<file path="config.mk">
export PLATFORM = sky130hd
export DESIGN_NAME = gcp_ram
export DESIGN_NICKNAME = d
export VERILOG_FILES = /design/src/rtl/grouped_conv2d_point_unit_macros.svh /design/src/rtl/gcp_ram.sv
export SDC_FILE = /design/constraint.sdc
export NUM_CORES = 2
export LEC_CHECK = 0
export BUFFER_PORTS_ARGS = -buffer_cell sky130_fd_sc_hd__buf_2
export CORE_ASPECT_RATIO = 1.75
export CORE_MARGIN = 2
export CORE_UTILIZATION = 45
export CTS_BUF_LIST = sky130_fd_sc_hd__clkbuf_2 sky130_fd_sc_hd__clkbuf_4 sky130_fd_sc_hd__clkbuf_8
export CTS_CLUSTER_SIZE = 14
export DETAILED_ROUTE_END_ITERATION = 16
export GPL_ROUTABILITY_DRIVEN = 1
export HOLD_SLACK_MARGIN = 0.12
export PLACE_DENSITY_LB_ADDON = 0.2
export SYNTH_ARGS = -nofsm -noshare
export SYNTH_HDL_FRONTEND = slang
export SYNTH_SLANG_ARGS = --single-unit
</file>
<file path="constraint.sdc">
create_clock -name clk -period 3 [get_ports clk]
set_input_delay 0.3 -clock clk [delete_from_list [all_inputs] [get_ports clk]]
set_output_delay 0.3 -clock clk [all_outputs]
set_load 0.02 [all_outputs]
</file>
<file path="src/rtl/grouped_conv2d_point_unit_macros.svh">
// Assertion macros shared by the grouped convolution point unit.
// Depends on clk and rst_n being visible where a macro is used.
`ifndef GROUPED_CONV2D_POINT_UNIT_MACROS_SVH
`define GROUPED_CONV2D_POINT_UNIT_MACROS_SVH
`ifndef ASSERT_OFF
`define GCP_ASSERT_NOW(lbl, pre, con) \
    lbl: assert property (@(posedge clk) disable iff (!rst_n) (pre) |-> (con)) \
        else $error("assertion failed");
`define GCP_ASSERT_NEXT(lbl, pre, con) \
    lbl: assert property (@(posedge clk) disable iff (!rst_n) (pre) |=> (con)) \
        else $error("assertion failed");
`else
`define GCP_ASSERT_NOW(lbl, pre, con)
`define GCP_ASSERT_NEXT(lbl, pre, con)
`endif
`endif

</file>
<file path="src/rtl/gcp_ram.sv">
// Generic single-write, single-read RAM with a registered read port.
// Standalone; used for the weight, bias and activation stores.
module gcp_ram #(
    parameter int WIDTH = 16,
    parameter int DEPTH = 256
) (
    input  logic                     clk,
    input  logic                     we,
    input  logic [$clog2(DEPTH)-1:0] waddr,
    input  logic [WIDTH-1:0]         wdata,
    input  logic [$clog2(DEPTH)-1:0] raddr,
    output logic [WIDTH-1:0]         rdata
);

    logic [WIDTH-1:0] ram_reg [DEPTH];
    logic [WIDTH-1:0] rdata_reg;

    always_ff @(posedge clk)
    begin
        if (we)
        begin
            ram_reg[waddr] <= wdata;
        end
        rdata_reg <= ram_reg[raddr];
    end

    assign rdata = rdata_reg;

endmodule

</file>
==> run metrics <==
Core Region around 350000 um2; Rel. slew slack 0.1294; # setup viols final 0; Worst Clk Skew between 60 and 70 ps; clk_lat worst skew approximately 1100 ps; Hold Path Origin waddr[4]; row count between 200 and 300; Die Height roughly 790 um; worst hold slack 228.7 ps; CP required just under 4000 ps; die footprint 357700 um2; DP HPWL just under 300000 um; unrepaired setup endpoints after global routing false; io pins 50; largest net degree at the start of global routing about 100; WL final approximately 460000 um; Multi-input gate area between 30000 and 40000 um2; FF-to-FF path depth 6; Seq/Total Area, Yosys 0.7770; Synth area leaders edfxtp_1 (77%), mux4_2 (11%), mux2i_1 (3.6%), o221ai_1 (1.4%), nor2_1 (0.72%); Worst Hold Depth 5; Post-route DRC 0; Yosys top cell by area edfxtp_1; commonest non-fill, non-tap cell in the layout edfxtp_1; number of flops mapped to enable cells by yosys slightly above 4000; period utilization 0.9833; crit end category flip-flop; mux share of post-synthesis cell area 0.1550; grt ovf 0; # Max-Cap Violations 0; CTS sink count 4112; CTS Buf Count around 600; DRT iter0 DRCs between 7000 and 8000; CP Data Arrival Time 3910 ps; R2R Path Start ram_reg[50][9]$_DFFE_PP_; share of cells above drive strength 1 0.3209; routed wire length per instance around 34 um; max FFs per register ~4100; Overall Global Routing Usage 0.2533; synthesized net count between 7000 and 8000; Hold WC Path Type in2reg; f_max about 0.34 GHz; post-synthesis adder-cell area fraction 0; cells after synthesis around 7400; R2R Setup Slk between 40 and 50 ps; fillcell total ~27000; Netlist cell types 52; Worst Hold Path EP ram_reg[57][10]$_DFFE_PP_; Final #Nets ~8600; dpl cells roughly 13000; Least-Margin Pin Slew between 1000 and 1500 ps; register area approximately 120000 um2; via count 81176; first-pass GRT wire length around 640000 um; CTS Buffer Depth 4; Design Power approximately 110 mW; syn avg cell area ~22 um2; critical path class reg2reg; die width roughly 450 um; status completed; IO Port Bufs 49; Synth Area in Compound Gates 0.03537; CTS tree built; post-route ant nets 0; Post-Syn Area approximately 160000 um2; Peak VDD IR ~340 uV; CP startpoint kind flip-flop; Final min period 2950 ps; GP Congestion roughly 0.90; pwr dens slightly above 600 nW/um2; Final TNS setup 0 ps; vias per inst just under 6; dominant synthesized flop cell edfxtp_1; Core Util, Final 0.5221; most frequent cells in the layout edfxtp_1 (4096), buf_4 (800), mux4_2 (797); r2r endpoint rdata[9]$_DFF_P_; H-tree depth 6; Post-Layout Cell Count 13614; YS warnings 0; Post-synth ARST share 0; Pleak 59.40 nW; combinational family with the most area after synthesis multiplexers; drt first pass iters 8; synth-to-layout area growth 15.58%; Slew Limit Fails 0; Starting Density 0.4517; initial antenna violation count 22; post-synth top area share 0.7750; xor/xnor share of the synthesized area 0; simple-gate share of the synthesized area 0.01574; crit path max fanout 1; clock root buffer clkbuf_8; Yosys reg bits 4112; vias in the first global route about 85000; clock transition at the registers of the reported paths ~60 ps; Hold Violations, Final 0
==> repair_timing <==
action / in CTS / in global routing
endpoints found under the setup margin: 0 / 1
hold buffers: 31 / 0
endpoints found under the hold margin: 4349 / 0
gates resized for setup: 0 / 1
setup buffers: 0 / 0
==> worst max path at each step <==
| stage | depth (start not counted) | slack, ps | start | to |
|---|---|---|---|---|
| finish | 6 | 50 | ram_reg[50][9]$_DFFE_PP_ | rdata[9]$_DFF_P_ |
| floorplan | 6 | 530 | waddr[3] | ram_reg[235][0]$_DFFE_PP_ |
| global placement | 12 | -640 | raddr[0] | rdata[14]$_DFF_P_ |
| detailed placement | 12 | -690 | raddr[0] | rdata[14]$_DFF_P_ |
| global route | 6 | 80 | ram_reg[59][9]$_DFFE_PP_ | rdata[9]$_DFF_P_ |
| CTS | 8 | 10 | ram_reg[9][14]$_DFFE_PP_ | rdata[14]$_DFF_P_ |
==> layer usage <==
metal | GRT usage | vias up | wire (um)
li1 | - | 33662 | -
met1 | 0.2923 | 43486 | 161500
met2 | 0.4486 | 3117 | 239600
met3 | 0.03652 | 899 | 25040
met4 | 0.1460 | 12 | 30240
met5 | 0 | - | 69
==> kinds of logic (layout without fill, tap and decap cells) <==
logic type,Yosys count,in the layout
mux,1450,1450
buf+inv,456,2061
simple gates,556,556
other cells,0,9
flops,4112,4112
compound gates,786,786
==> worst max-delay path, stage by stage, from the launching register on <==
cell and delay (ps):
edfxtp_1 390, mux4_2 470, mux4_2 490, a22o_1 450, o32ai_1 770, buf_4 230, nor4_1 50
==> final cells by class <==
cell class,instances,area share
Timing Repair Buffer,1040,0.05440
Inverter,4,0.0001501
Antenna cell,9,0.0001228
Tap cell,4640,0.03165
Multi-Input combinational cell,2792,0.1798
Clock buffer,781,0.05283
Sequential cell,4112,0.6722
Clock inverter,236,0.008765
==> power breakdown <==
group          leakage (nW)  switching, mW  internal, mW
clock network          5.96           21.1          22.6
registers              36.9          0.111          63.3
logic                  16.5           4.22          2.60
==> cells in the mapped netlist, drive strengths merged (32+ instances only) <==
library cell  instances
nor2                304
nand3                35
o21ai                38
mux4                797
mux2i               565
o221ai              253
a21oi               175
edfxtp             4096
nand2                38
o22ai               148
clkbuf              230
a22oi                43
buf                 222
mux2                 88
a22o                 32
nor3                 92
==> stage by stage <==
step | area (um2) | setup WS (ps)
after floorplan | 158700 | 535.0
after global placement | 171800 | -636.2
after detailed placement | 171800 | -688.1
after CTS | 183400 | 14.07
after global routing | 183400 | 83.76
final | 183400 | 49.99
(Power assumes the default switching activity.)
