**config.mk**
```make
export PLATFORM = sky130hd
export DESIGN_NAME = gcp_act
export DESIGN_NICKNAME = d
export VERILOG_FILES = /design/src/rtl/grouped_conv2d_point_unit_macros.svh /design/src/rtl/gcp_pkg.sv /design/src/rtl/gcp_act.sv
export SDC_FILE = /design/constraint.sdc
export NUM_CORES = 1
export LEC_CHECK = 0
export ABC_CLOCK_PERIOD_IN_PS = 12400
export BUFFER_PORTS_ARGS = -buffer_cell sky130_fd_sc_hd__buf_2
export CAP_MARGIN = 20
export CORE_ASPECT_RATIO = 1.25
export CORE_MARGIN = 10
export CORE_UTILIZATION = 60
export CTS_BUF_LIST = sky130_fd_sc_hd__clkbuf_2
export DETAILED_ROUTE_END_ITERATION = 16
export PLACE_DENSITY_LB_ADDON = 0.05
export SETUP_SLACK_MARGIN = 0.3
export SLEW_MARGIN = 20
export SYNTH_ARGS = -nofsm -noshare
export SYNTH_HDL_FRONTEND = slang
export SYNTH_SLANG_ARGS = --single-unit
```
**constraint.sdc**
```tcl
create_clock -name clk -period 12.4 [get_ports clk]
set_clock_uncertainty 0.1 [all_clocks]
set_input_delay 0.62 -clock clk [delete_from_list [all_inputs] [get_ports clk]]
set_output_delay 0.62 -clock clk [all_outputs]
set_load 0.005 [all_outputs]
```
**src/rtl/grouped_conv2d_point_unit_macros.svh**
```systemverilog
// Assertion macros shared by the grouped convolution point unit.
// Depends on clk and rst_n being visible where a macro is used.
`ifndef GROUPED_CONV2D_POINT_UNIT_MACROS_SVH
`define GROUPED_CONV2D_POINT_UNIT_MACROS_SVH
`ifndef ASSERT_OFF
`define GCP_ASSERT_NOW(lbl, pre, con) \
    lbl: assert property (@(posedge clk) disable iff (!rst_n) (pre) |-> (con)) \
        else $error("assertion failed");
`define GCP_ASSERT_NEXT(lbl, pre, con) \
    lbl: assert property (@(posedge clk) disable iff (!rst_n) (pre) |=> (con)) \
        else $error("assertion failed");
`else
`define GCP_ASSERT_NOW(lbl, pre, con)
`define GCP_ASSERT_NEXT(lbl, pre, con)
`endif
`endif

```
**src/rtl/gcp_pkg.sv**
```systemverilog
// Shared types, codes and constants of the grouped convolution point unit.
// No dependencies; the sigmoid table builder runs at elaboration only.
package gcp_pkg;

    localparam int FRAC_BITS = 8;
    localparam int SIG_SHIFT = FRAC_BITS - 4;
    localparam int ACC_W     = 48;

    typedef enum logic [1:0] {
        KIND_WEIGHT  = 2'd0,
        KIND_BIAS    = 2'd1,
        KIND_ACT     = 2'd2,
        KIND_COMPUTE = 2'd3
    } kind_t;

    typedef enum logic [2:0] {
        CFG_KERNEL_SIZE   = 3'd0,
        CFG_STRIDE_STEP   = 3'd1,
        CFG_PAD_AMOUNT    = 3'd2,
        CFG_IN_HEIGHT     = 3'd3,
        CFG_IN_WIDTH      = 3'd4,
        CFG_IN_PER_GROUP  = 3'd5,
        CFG_OUT_PER_GROUP = 3'd6,
        CFG_SILU_ENABLE   = 3'd7
    } cfg_index_t;

    typedef enum logic [3:0] {
        ST_IDLE,
        ST_CHECK,
        ST_DIV,
        ST_MUL1,
        ST_MUL2,
        ST_MUL3,
        ST_RUN,
        ST_DRAIN,
        ST_POST,
        ST_DONE
    } state_t;

    typedef struct packed {
        logic init;   // load accumulator with the bias
        logic issue;  // a tap read went out this cycle
    } mac_ctrl_t;

    typedef logic [7:0] sig_table_t [256];

    localparam logic [63:0] Q30_ONE      = 64'd1073741824;
    localparam logic [63:0] EXP_STEP_Q30 = 64'd1008687096;

    // round(256 * sigmoid((i - 128) / 16)), powers of exp(-1/16) in Q30
    function automatic sig_table_t build_sig_table();
        logic [63:0] pw [129];
        logic [63:0] e;
        logic [63:0] num;
        logic [63:0] den;
        logic [63:0] n2;
        logic [63:0] d2;
        logic [63:0] rem;
        logic [63:0] quo;
        sig_table_t  tbl;
        int          d;
        int          ad;
        pw[0] = Q30_ONE;
        for (int i = 1; i <= 128; i++) begin
            pw[i] = (pw[i - 1] * EXP_STEP_Q30 + (Q30_ONE >> 1)) >> 30;
        end
        for (int i = 0; i < 256; i++) begin
            d   = i - 128;
            ad  = (d < 0) ? -d : d;
            e   = pw[ad];
            num = (d >= 0) ? Q30_ONE : e;
            den = Q30_ONE + e;
            n2  = num * 64'd512 + den;
            d2  = den << 1;
            rem = '0;
            quo = '0;
            // long division, one quotient bit per step
            for (int b = 63; b >= 0; b--) begin
                rem = {rem[62:0], n2[b]};
                if (rem >= d2) begin
                    rem    = rem - d2;
                    quo[b] = 1'b1;
                end
            end
            tbl[i] = (quo > 64'd255) ? 8'hFF : quo[7:0];
        end
        return tbl;
    endfunction

endpackage

```
**src/rtl/gcp_act.sv**
```systemverilog
// Output stage: round and saturate to Q8.8, then optional SiLU by table.
// Depends on gcp_pkg for widths and the sigmoid table builder.
module gcp_act (
    input  logic                              clk,
    input  logic                              rst_n,
    input  logic                              start,
    input  logic signed [gcp_pkg::ACC_W-1:0]  acc,
    input  logic                              silu_en,
    output logic                              valid,
    output logic signed [15:0]                value
);
    import gcp_pkg::*;

    localparam sig_table_t SIG_TABLE = build_sig_table();
    localparam logic signed [ACC_W-1:0] HALF   = ACC_W'(1) << (FRAC_BITS - 1);
    localparam logic signed [ACC_W-1:0] SAT_HI = ACC_W'(32767);
    localparam logic signed [ACC_W-1:0] SAT_LO = -(ACC_W'(32768));

    logic signed [ACC_W-1:0] rnd_sum;
    logic signed [ACC_W-1:0] rnd_shift;
    logic signed [15:0]      sat_val;
    logic signed [15:0]      idx_full;
    logic [7:0]              idx8;
    logic [7:0]              entry;
    logic signed [24:0]      prod_full;
    logic signed [24:0]      silu_sum;

    logic                    va_reg;
    logic                    vb_reg;
    logic                    vo_reg;
    logic                    silu_a_reg;
    logic                    silu_b_reg;
    logic signed [15:0]      r_reg;
    logic signed [15:0]      rb_reg;
    logic signed [24:0]      pb_reg;
    logic signed [15:0]      value_reg;

    always_comb
    begin
        rnd_sum   = acc + HALF;
        rnd_shift = rnd_sum >>> FRAC_BITS;
        if (rnd_shift > SAT_HI)
        begin
            sat_val = 16'sh7FFF;
        end
        else if (rnd_shift < SAT_LO)
        begin
            sat_val = 16'sh8000;
        end
        else
        begin
            sat_val = rnd_shift[15:0];
        end
    end

    always_comb
    begin
        idx_full = r_reg >>> SIG_SHIFT;
        if (idx_full > 16'sd127)
        begin
            idx8 = 8'hFF;
        end
        else if (idx_full < -16'sd128)
        begin
            idx8 = 8'h00;
        end
        else
        begin
            idx8 = idx_full[7:0] ^ 8'h80;
        end
        entry     = SIG_TABLE[idx8];
        prod_full = 25'(r_reg) * 25'($signed({1'b0, entry}));
        silu_sum  = pb_reg + 25'sd128;
    end

    always_ff @(posedge clk or negedge rst_n)
    begin
        if (!rst_n)
        begin
            va_reg <= 1'b0;
            vb_reg <= 1'b0;
            vo_reg <= 1'b0;
        end
        else
        begin
            va_reg <= start;
            vb_reg <= va_reg;
            vo_reg <= vb_reg;
        end
    end

    always_ff @(posedge clk)
    begin
        r_reg      <= sat_val;
        silu_a_reg <= silu_en;
        rb_reg     <= r_reg;
        pb_reg     <= prod_full;
        silu_b_reg <= silu_a_reg;
        value_reg  <= silu_b_reg ? silu_sum[23:8] : rb_reg;
    end

    assign valid = vo_reg;
    assign value = value_reg;

endmodule

```
==> metrics <==
largest cells by area after synthesis=fa_1, dfxtp_1, ha_1; Synth async-reset ratio=between 4 and 5%; Setup crit end kind=flip-flop; Die Span Y=~160 um; clk_lat worst skew=0.48 ns; first-pass GRT wire length=38500 um; CP max-delay cell=dfxtp_1; # DRC=0; share of power burned in registers=14.8%; clk slew on worst S/H paths=0.21 ns; pin count of the biggest net entering global routing=34; DRT iter0 DRCs=approximately 510; slowest cell delay on critical path=about 0.97 ns; Period Utilization, post-route=76.9%; Gate Count Post-Synth=1095; RSZ-0062 raised after global routing=false; Max transition margin=31.5%; area leader, netlist=fa_1; initial antenna violation count=0; Period minus WS final=9.54 ns; CTS H-tree lvls=3; number of flip-flops in the largest register=17; Final HPWL DP=approximately 18000 um; Max FO, Critical Path=25; Syn Nets=1302; outcome=finished clean; # diodes=0; layout cell share with drive strength beyond 1=about a tenth; Syn-to-layout area delta=6.08%; CTS tree=yes; post-layout util=roughly 65%; total CTS buffers=9; Pint=1.20 mW; PD cells=about 250 nW/um^2; vias per inst=5.93; met3 Resource Use GR=approximately 3.0%; First-pass DRT Iterations=5; met2 Use GR=a little over two fifths; setup TNS=0 ns; final hold violation count=0; Nets=about 1300; Ports=69; Max Cap Viol=0; vias in the first global route=7972; Bufs on Longest Clock Path=2; # fillers=1285; R2R Setup Slk=between 2 and 3 ns; IO buf count=61; Peak Freq=105 MHz; top-count cell post-synth=inv_1; DRT antenna net count=0; number of synthesized flops with an enable pin=0; crit path DAT=9.84 ns; post-synth cell types=84; Worst Hold Class=input pin to flip-flop; die outline width=129 um; peak supply drop=about 0.00014 V; Lkg Pwr=4.39 nW; gr usage total=23.1%; Worst Setup Start Kind=flip-flop; setup bufs post-CTS=0; Synth Cell Area=8950 um^2; Slew @ Worst Pin=around 1.0 ns; routed via count=7757; GR peak layer=met2; commonest cells in the netlist=inv_1, fa_1, nand2_1, nor2_1, dfxtp_1; Rows=between 40 and 50; post-synth top area share=~22%; sequential share of the synthesized area=15.8%; WS Path Type=flip-flop to flip-flop; Psw=1.20 mW; synthesis-stage register bit count=70; GPL Wtd Cong=0.959; Top FF cell, synth=dfxtp_1; clock network fraction of total power=6.5%; met1 Use GR=27.1%; WP data required=about 13 ns; final wirelength=23300 um; max-slew violation count=0; part of the power in combinational logic=78.8%; mean post-synth cell area=roughly 8 um^2; setup violators final=0; Core Area=14500 um^2; HP Start=silu_en; WL per Instance=17.8 um; sinks on the clock net=70; switching share of power=roughly half; Worst setup startpoint=r_reg[15]$_SDFF_PN0_; CTS root buf=clkbuf_2; initial core utilization=61.6%; Synth Warn #=0; RR Startpoint=r_reg[15]$_SDFF_PN0_; die area=between 20000 and 25000 um^2; remaining global-route overflow=0
==> per-stage QoR <==
step	power [mW]	instance area (um^2)	worst slack (ns)	instances	hold WS [ns]
after floorplan	1.84	8950	4.63	1095	0.210
after global placement	2.23	9330	3.12	1291	0.213
final	2.40	9500	2.86	1308	0.119
after global routing	2.71	9500	2.22	1308	0.0429
after CTS	2.42	9500	2.98	1308	0.0708
after detailed placement	2.26	9330	3.04	1291	0.213
==> power groups by stage <==
stage | combinational (mW) | sequential [mW] | clock, mW
4_1_cts | 1.91 | 0.354 | 0.159
3_3_place_gp | 1.87 | 0.358 | 0
2_1_floorplan | 1.49 | 0.344 | 0
6_report | 1.89 | 0.354 | 0.155
3_5_place_dp | 1.91 | 0.360 | 0
5_1_grt | 2.18 | 0.361 | 0.169
==> critical path: cells and delay by family (launching register included) <==
family	cells	cell delay [ns]
AOI/OAI and AO/OA	13	3.15
buffers and inverters	5	0.75
DFF	1	0.97
adders and majority gates	6	2.89
and+or+nand+nor	4	1.56
==> layer usage <==
metal  wire length, um  up-vias
li1                  -     3706
met1              9400     3713
met2             12100      281
met3              1160       57
met4               623        0
met5                 0        -
==> area by class of cell <==
type	instances	area (um^2)	area share (%)
Clock buffer	9	45.0	0.474
Clock inverter	7	106	1.12
Inverter	162	608	6.40
Multi-Input combinational cell	806	6680	70.3
Sequential cell	70	1420	14.9
Tap cell	178	223	2.35
Timing Repair Buffer	76	420	4.43
==> cell usage in the layout, fill, tap and decap left out, types with 8 or more instances in the layout <==
master    netlist  layout
a21oi_1        56      56
a31oi_1        11      11
and2_1         44      44
and3_1         22      22
buf_2          16      61
buf_4           0      14
clkbuf_2        1       9
dfxtp_1        67      67
fa_1           99      99
ha_1           56      56
inv_1         161     161
nand2_1        97      97
nand2b_1        8       8
nand3_1        31      31
nand4_1        10      10
nor2_1         69      69
nor2b_1        30      30
nor3_1         18      18
o21ai_0        48      48
xnor2_1        34      34
xor2_1         28      28
==> final timing paths <==
check / endpoint / depth (start not counted)
worst max register to register: pb_reg[17]$_DFF_P_ / 28
min in group asynchronous: va_reg$_DFF_PN0_ / 2
max in group asynchronous: vb_reg$_DFF_PN0_ / 2
worst max-delay path: pb_reg[17]$_DFF_P_ / 28
worst min register to register: silu_b_reg$_DFF_P_ / 0
worst min-delay path: silu_a_reg$_DFF_P_ / 1
==> kinds of logic after synthesis <==
logic type	count (synthesis)	synth area share [%]
and+or+nand+nor	358	20.5
AOI/OAI and AO/OA	219	16.5
buffers and inverters	219	9.67
adders and majority gates	155	30.0
DFF	70	15.8
xor gates and xnor gates	62	6.07
muxes	11	1.43
other	1	0.0419
==> what timing repair did <==
action	in CTS	in global routing
hold buffers	1	0
gates resized for setup	0	0
endpoints found under the hold margin	3	0
Power figures use the tool's default switching activity.
