===== src/rtl/grouped_conv2d_point_unit_macros.svh =====
// Assertion macros shared by the grouped convolution point unit.
// Depends on clk and rst_n being visible where a macro is used.
`ifndef GROUPED_CONV2D_POINT_UNIT_MACROS_SVH
`define GROUPED_CONV2D_POINT_UNIT_MACROS_SVH
`ifndef ASSERT_OFF
`define GCP_ASSERT_NOW(lbl, pre, con) \
    lbl: assert property (@(posedge clk) disable iff (!rst_n) (pre) |-> (con)) \
        else $error("assertion failed");
`define GCP_ASSERT_NEXT(lbl, pre, con) \
    lbl: assert property (@(posedge clk) disable iff (!rst_n) (pre) |=> (con)) \
        else $error("assertion failed");
`else
`define GCP_ASSERT_NOW(lbl, pre, con)
`define GCP_ASSERT_NEXT(lbl, pre, con)
`endif
`endif


===== src/rtl/gcp_pkg.sv =====
// Shared types, codes and constants of the grouped convolution point unit.
// No dependencies; the sigmoid table builder runs at elaboration only.
package gcp_pkg;

    localparam int FRAC_BITS = 8;
    localparam int SIG_SHIFT = FRAC_BITS - 4;
    localparam int ACC_W     = 48;

    typedef enum logic [1:0] {
        KIND_WEIGHT  = 2'd0,
        KIND_BIAS    = 2'd1,
        KIND_ACT     = 2'd2,
        KIND_COMPUTE = 2'd3
    } kind_t;

    typedef enum logic [2:0] {
        CFG_KERNEL_SIZE   = 3'd0,
        CFG_STRIDE_STEP   = 3'd1,
        CFG_PAD_AMOUNT    = 3'd2,
        CFG_IN_HEIGHT     = 3'd3,
        CFG_IN_WIDTH      = 3'd4,
        CFG_IN_PER_GROUP  = 3'd5,
        CFG_OUT_PER_GROUP = 3'd6,
        CFG_SILU_ENABLE   = 3'd7
    } cfg_index_t;

    typedef enum logic [3:0] {
        ST_IDLE,
        ST_CHECK,
        ST_DIV,
        ST_MUL1,
        ST_MUL2,
        ST_MUL3,
        ST_RUN,
        ST_DRAIN,
        ST_POST,
        ST_DONE
    } state_t;

    typedef struct packed {
        logic init;   // load accumulator with the bias
        logic issue;  // a tap read went out this cycle
    } mac_ctrl_t;

    typedef logic [7:0] sig_table_t [256];

    localparam logic [63:0] Q30_ONE      = 64'd1073741824;
    localparam logic [63:0] EXP_STEP_Q30 = 64'd1008687096;

    // round(256 * sigmoid((i - 128) / 16)), powers of exp(-1/16) in Q30
    function automatic sig_table_t build_sig_table();
        logic [63:0] pw [129];
        logic [63:0] e;
        logic [63:0] num;
        logic [63:0] den;
        logic [63:0] n2;
        logic [63:0] d2;
        logic [63:0] rem;
        logic [63:0] quo;
        sig_table_t  tbl;
        int          d;
        int          ad;
        pw[0] = Q30_ONE;
        for (int i = 1; i <= 128; i++) begin
            pw[i] = (pw[i - 1] * EXP_STEP_Q30 + (Q30_ONE >> 1)) >> 30;
        end
        for (int i = 0; i < 256; i++) begin
            d   = i - 128;
            ad  = (d < 0) ? -d : d;
            e   = pw[ad];
            num = (d >= 0) ? Q30_ONE : e;
            den = Q30_ONE + e;
            n2  = num * 64'd512 + den;
            d2  = den << 1;
            rem = '0;
            quo = '0;
            // long division, one quotient bit per step
            for (int b = 63; b >= 0; b--) begin
                rem = {rem[62:0], n2[b]};
                if (rem >= d2) begin
                    rem    = rem - d2;
                    quo[b] = 1'b1;
                end
            end
            tbl[i] = (quo > 64'd255) ? 8'hFF : quo[7:0];
        end
        return tbl;
    endfunction

endpackage


===== src/rtl/gcp_mac.sv =====
// Multiply-accumulate pipeline: product stage, then accumulate.
// Depends on gcp_pkg for the control struct and accumulator width.
module gcp_mac (
    input  logic                              clk,
    input  logic                              rst_n,
    input  gcp_pkg::mac_ctrl_t                ctrl,
    input  logic signed [15:0]                bias,
    input  logic signed [15:0]                act_data,
    input  logic signed [15:0]                wt_data,
    output logic signed [gcp_pkg::ACC_W-1:0]  acc,
    output logic                              busy
);
    import gcp_pkg::*;

    logic                    p1_reg;
    logic                    p2_reg;
    logic signed [31:0]      prod_reg;
    logic signed [ACC_W-1:0] acc_reg;

    always_ff @(posedge clk or negedge rst_n)
    begin
        if (!rst_n)
        begin
            p1_reg <= 1'b0;
            p2_reg <= 1'b0;
        end
        else
        begin
            p1_reg <= ctrl.issue;
            p2_reg <= p1_reg;
        end
    end

    always_ff @(posedge clk)
    begin
        prod_reg <= 32'(act_data) * 32'(wt_data);
        if (ctrl.init)
        begin
            acc_reg <= ACC_W'(bias) <<< FRAC_BITS;
        end
        else if (p2_reg)
        begin
            acc_reg <= acc_reg + ACC_W'(prod_reg);
        end
    end

    assign acc  = acc_reg;
    assign busy = p1_reg | p2_reg;

endmodule


===== config.mk =====
export PLATFORM = sky130hd
export DESIGN_NAME = gcp_mac
export DESIGN_NICKNAME = d
export VERILOG_FILES = /design/src/rtl/grouped_conv2d_point_unit_macros.svh /design/src/rtl/gcp_pkg.sv /design/src/rtl/gcp_mac.sv
export SDC_FILE = /design/constraint.sdc
export NUM_CORES = 1
export LEC_CHECK = 0
export BUFFER_PORTS_ARGS = -buffer_cell sky130_fd_sc_hd__buf_2
export CORE_MARGIN = 3
export CORE_UTILIZATION = 50
export DETAILED_ROUTE_END_ITERATION = 10
export PLACE_DENSITY = 0.73
export SKIP_LAST_GASP = 1
export SYNTH_ARGS = -nofsm -noshare
export SYNTH_HDL_FRONTEND = slang
export SYNTH_SLANG_ARGS = --single-unit

===== constraint.sdc =====
create_clock -name clk -period 3.91 [get_ports clk]
set_input_delay 0.391 -clock clk [delete_from_list [all_inputs] [get_ports clk]]
set_output_delay 0.391 -clock clk [all_outputs]
set_load 0.02 [all_outputs]

==> results of run 1 <==
[kinds of logic (layout without fill, tap and decap cells)]
kind of cell	count (synthesis)	in the layout	synth area share (%)
and+or+nand+nor	442	442	14.27
adders and majority gates	392	392	45.25
buffers and inverters	395	639	10.22
AOI/OAI and AO/OA	273	273	11.65
DFF	82	82	13.50
xor gates and xnor gates	76	76	4.378
muxes	11	11	0.7325
[worst max path at each step]
stage | to | slack [ns] | depth (start not counted)
floorplan | prod_reg[30] | -1.60 | 21
global placement | prod_reg[30] | -1.94 | 23
detailed placement | prod_reg[31] | -2.11 | 23
CTS | prod_reg[31] | -1.50 | 22
global route | prod_reg[30] | -1.78 | 23
finish | prod_reg[26] | -1.55 | 25
[per-layer routing]
metal  up-vias  global-route usage (%)  routed length (um)
li1       5751                       -                   -
met1      5825                   31.30               16490
met2       353                   38.83               17520
met3        41                   2.887                2056
met4         0                   4.145                 472
met5         -                       0                   0
[worst reg2reg max path, stage by stage, from the launching register on]
cell and delay, ns:
dfxtp_1 0.35, ha_1 0.23, inv_1 0.07, fa_1 0.40, nor2b_1 0.18, o2111ai_1 0.15
a31o_1 0.28, o2bb2ai_2 0.21, o21ai_2 0.27, a31oi_2 0.15, o21ai_1 0.35, mux2i_1 0.24
nand4_1 0.14
[cells in the final DEF (no fill, tap or decap), types with 16 or more instances in the layout]
cell type  synthesis  final
xor2_1            22     22
a21oi_2            1     16
and2_1           124    107
nand2_1          177    171
ha_1             129    117
o21bai_1          17     17
a21o_1            34     34
xnor2_1           54     51
buf_6              6     28
o21ai_0           56     48
dfxtp_1           40     40
nor2_1            58     55
and2_4             0     17
inv_1            338    321
a21oi_1           78     61
buf_4              1    168
edfxtp_1          40     40
nand3_1           18     18
inv_2              0     17
fa_1             263    254
buf_2              0     77
[what timing repair did]
action,CTS,global route
setup buffers,7,9
hold endpoints to repair,2,0
setup endpoints to repair,25,25
pin swaps,59,51
hold buffers,1,0
cloned,1,0
gates resized for setup,106,42
[area by class of cell]
class | count | area, um^2
Tap cell | 390 | 488.0
Sequential cell | 82 | 2052
Clock inverter | 6 | 70.07
Clock buffer | 10 | 250.2
Timing Repair Buffer | 285 | 2177
Multi-Input combinational cell | 1194 | 12090
Fill cell | 2457 | 11400
Inverter | 338 | 1269
[stage by stage]
stage	std cells	hold slack [ns]	util (%)
5_1_grt	2305	0.1667	61.75
3_5_place_dp	2274	0.1802	58.55
4_1_cts	2298	0.1682	61.10
3_3_place_gp	2274	0.1793	58.55
2_1_floorplan	1671	0.09541	-
6_report	2305	0.1698	61.75
==> metrics.yaml, run 1 <==
floorplanning:
  pin_count: 101
  start_util_pct: 51.02
  die_h_um: 180.4
  coreArea_um2: 29800
  die_w_um: 180.4
  fp-row-count: 63
  die-area_um2: 32540
final_layout:
  nets: 2354
  largest_register_ffs: 48
  diodes: 0
  final_area_um2: 18400
  areaGrowthSynthToFinish_pct: 21.03
  drive_gt1_share_pct: 22.56
sta:
  min_period_over_period_pct: 139.7
  rsz0062_at_grt: "true"
  hold_viol: 0
  worst_pin_slew_ns: 1.037
  fmax_mhz: 183.0
  fin_crit_ns: 5.464
  slew_headroom_pct: 30.87
  timing.final.ws_setup_ns: -1.554
  setup_viol: 24
  slew_viol_final: 0
  skew_ns: 0.01227
  tns_ns: -26.09
critical_path:
  critPathKind: "input port to flop"
  cp.required_ns: 4.14
  path_max_fanout: 10
  crit_family: "adder cells"
  cp-end-kind: "flop"
  r2r_start: "acc[0]"
  critPathLaunchType: "input port"
  crit_start: "act_data[6]"
  reg2reg_slack_ns: 0.58
  cp_slowest_cell: "fa_1"
  max_stage_delay_ns: 0.54
  arrival_ns: 5.69
  crit_buf_inv: 8
  reg2reg_to: "acc[42]"
  rr_worst_depth: 12
  crit_top_cell: "fa_1"
routing:
  wirelength_um: 36540
  antenna_left: 0
  drtPass1Iterations: 5
  drt-wirelength-per-cell_um: 15.85
  via_per_inst: 5.193
  num_vias: 11970
  drt_iter0_drc: 792
  drc: 0
clocking:
  cts_buffer_depth: 2
  clk_latency_ns: 0.34
  cts_tree: "done"
  h-tree-depth: 3
  ctsRootBufferMaster: "clkbuf_16"
  numCtsBuffers: 9
  cts.sinks: 82
  clk_pin_slew_ns: 0.06
global_route:
  grt_util_all_layers_pct: 22.63
  antenna_found_initial: 0
  grt_pass1_vias: 12800
  grt_max_degree: 41
  grt_overflow_total: 0
  grt_pass1_wl_um: 61870
logic_synthesis:
  synth_fp_nets: 2115
  synthDistinctLibCells: 70
  yosysSeqAreaShare_pct: 13.50
  synth_top_area_share_pct: 34.63
  synth_ff_type: "edfxtp_1"
  synth_seq_cells: 82
  synth_area_leader_cell: "fa_1"
  yosysMostFrequentCell: "inv_1"
  synthTopCellsByCount: "338 x inv_1, 263 x fa_1, 177 x nand2_1, 129 x ha_1, 124 x and2_1"
  synth_async_sr_flop_share_pct: 2.439
  synthesis.area_um2: 15200
  ys_warn_count: 0
  syn_area_per_cell_um2: 9.098
  syn_inst: 1671
  ys_top_cells_by_area: "fa_1 35%, ha_1 11%, inv_1 8.3%, edfxtp_1 7.9%, dfxtp_1 5.3%"
  synth_edf_count: 40
worst_hold_path:
  holdPathStages: 1
  worstHoldPathType: "input port to flop"
  worstHoldEndpoint: "p1_reg"
  worstHoldStart: "ctrl[0]"
placed_design:
  place_congestion: 0.9300
  hpwl_um: 30920
  place_ws_ns: -2.106
  io_buffers: 100
  placed_cell_area_um2: 17440
status:
  violations: "setup timing"
  status: "finished with violations"
run:
  drv_cap: 0
Power of run 1 is not shown: default switching activity piles up to over one toggle a cycle in this logic, so the estimate is an artifact.
==> run 2: changes to the inputs <==
CTS_BUF_LIST = sky130_fd_sc_hd__clkbuf_8   (was unset)
==> metrics.yaml, run 2 (synthesis results as in run 1) <==
sta:
  timing.final.ws_setup_ns: -1.527
  fmax_mhz: 183.9
  min_period_over_period_pct: 139.1
  slew_viol_final: 0
  tns_ns: -25.98
  skew_ns: 0.01646
  slew_headroom_pct: 30.76
  setup_viol: 23
  worst_pin_slew_ns: 1.039
  rsz0062_at_grt: "true"
  fin_crit_ns: 5.437
  hold_viol: 0
final_layout:
  diodes: 0
  nets: 2354
  largest_register_ffs: 48
  final_cells: 2305
  areaGrowthSynthToFinish_pct: 20.41
  regArea_um2: 2052
  drive_gt1_share_pct: 22.56
  layout_commonest_cell: "inv_1"
  multi_input_area_um2: 12100
  mostFrequentLayoutCells: "322 x inv_1, 254 x fa_1, 172 x nand2_1, 168 x buf_4, 117 x ha_1"
  fillers: 2476
routing:
  num_vias: 12000
  wirelength_um: 36530
  drc: 0
  top_layer: "met4"
  drt_iter0_drc: 777
  routedLengthMet1_um: 16630
  antenna_left: 0
  via_per_inst: 5.205
  dr_wl_met2_um: 17560
  wl_met3_um: 1879
  drtPass1Iterations: 5
  drt-wirelength-per-cell_um: 15.85
critical_path:
  critPathLaunchType: "input port"
  crit_path_end: "prod_reg[24]"
  rr_worst_depth: 12
  crit_buf_inv: 9
  max_stage_delay_ns: 0.54
  cp.depth: 26
  cp-end-kind: "flop"
  crit_start: "wt_data[1]"
  cp.required_ns: 4.20
  r2r_start: "acc[0]"
  path_max_fanout: 5
  reg2reg_slack_ns: 0.58
  reg2reg_to: "acc[42]"
  crit_top_cell: "fa_1"
  crit_family: "adder cells"
  cp_slowest_cell: "fa_1"
  critPathKind: "input port to flop"
  arrival_ns: 5.73
floorplanning:
  die_h_um: 180.4
  fp-row-count: 63
  die-area_um2: 32540
  die_w_um: 180.4
  pin_count: 101
  coreArea_um2: 29800
  start_util_pct: 51.02
placed_design:
  place_ws_ns: -2.106
  io_buffers: 100
  placed_cells: 2274
  hpwl_um: 30920
  place_congestion: 0.9300
clocking:
  numCtsBuffers: 9
  cts.sinks: 82
  cts_tree: "done"
  ctsRootBufferMaster: "clkbuf_8"
  h-tree-depth: 3
  clk_pin_slew_ns: 0.08
  cts_buffer_depth: 2
  clk_latency_ns: 0.37
global_route:
  grt_pass1_vias: 12780
  grt_pass1_wl_um: 61850
  grt_max_degree: 41
  grt_overflow_total: 0
  antenna_found_initial: 0
  grt_util_all_layers_pct: 22.63
status:
  status: "finished with violations"
  violations: "setup timing"
run:
  drv_cap: 0
worst_hold_path:
  worstHoldPathType: "input port to flop"
==> run 2: timing repair <==
| item | 4_1_cts | 5_1_grt |
|---|---|---|
| cloned | 1 | 0 |
| setup buffers | 7 | 9 |
| hold endpoints to repair | 2 | 0 |
| setup endpoints to repair | 25 | 25 |
| hold buffers | 1 | 0 |
| pin swaps | 57 | 40 |
| resized for setup | 105 | 42 |
==> run 2: worst min-delay path by stage <==
stage | start | endpoint | slack [ns] | depth (start not counted)
after detailed placement | rst_n | p1_reg | 0.18 | 1
after global placement | rst_n | p2_reg | 0.18 | 1
final | ctrl[0] | p1_reg | 0.14 | 1
after floorplan | rst_n | p1_reg | 0.1 | 0
after CTS | ctrl[0] | p1_reg | 0.13 | 1
after global routing | ctrl[0] | p1_reg | 0.13 | 1
==> run 2: final cells by class <==
cell class | instances | share of cell area [%]
clock buffer | 9 | 0.6766
sequential | 82 | 11.21
inverter | 338 | 6.931
multi-input combinational | 1194 | 66.08
timing repair buffer | 285 | 11.89
tap | 390 | 2.666
clock inverter | 7 | 0.5468
==> run 2: worst register-to-register path, stage by stage, from the launching register on <==
cell	delay, ns
dfxtp_1	0.36
ha_1	0.23
inv_1	0.07
fa_1	0.40
nor2b_1	0.18
o2111ai_1	0.15
a31o_1	0.28
o2bb2ai_2	0.21
o21ai_2	0.27
a31oi_2	0.15
o21ai_1	0.35
mux2i_1	0.24
nand4_1	0.14
==> run 2: routing by layer <==
metal | vias to the layer above | global-route usage (%)
met5 | - | 0
met4 | 0 | 4.759
met3 | 39 | 2.644
met2 | 348 | 38.77
met1 | 5857 | 31.26
li1 | 5754 | -
==> run 2: stage by stage <==
stage | instance area (um^2) | utilization [%] | hold WS (ns)
after CTS | 18110 | 60.78 | 0.1313
final | 18310 | 61.44 | 0.1443
after global placement | 17440 | 58.55 | 0.1793
after floorplan | 15560 | - | 0.09541
after detailed placement | 17440 | 58.55 | 0.1802
after global routing | 18310 | 61.44 | 0.1304
Power of run 2 is left out for the same reason.
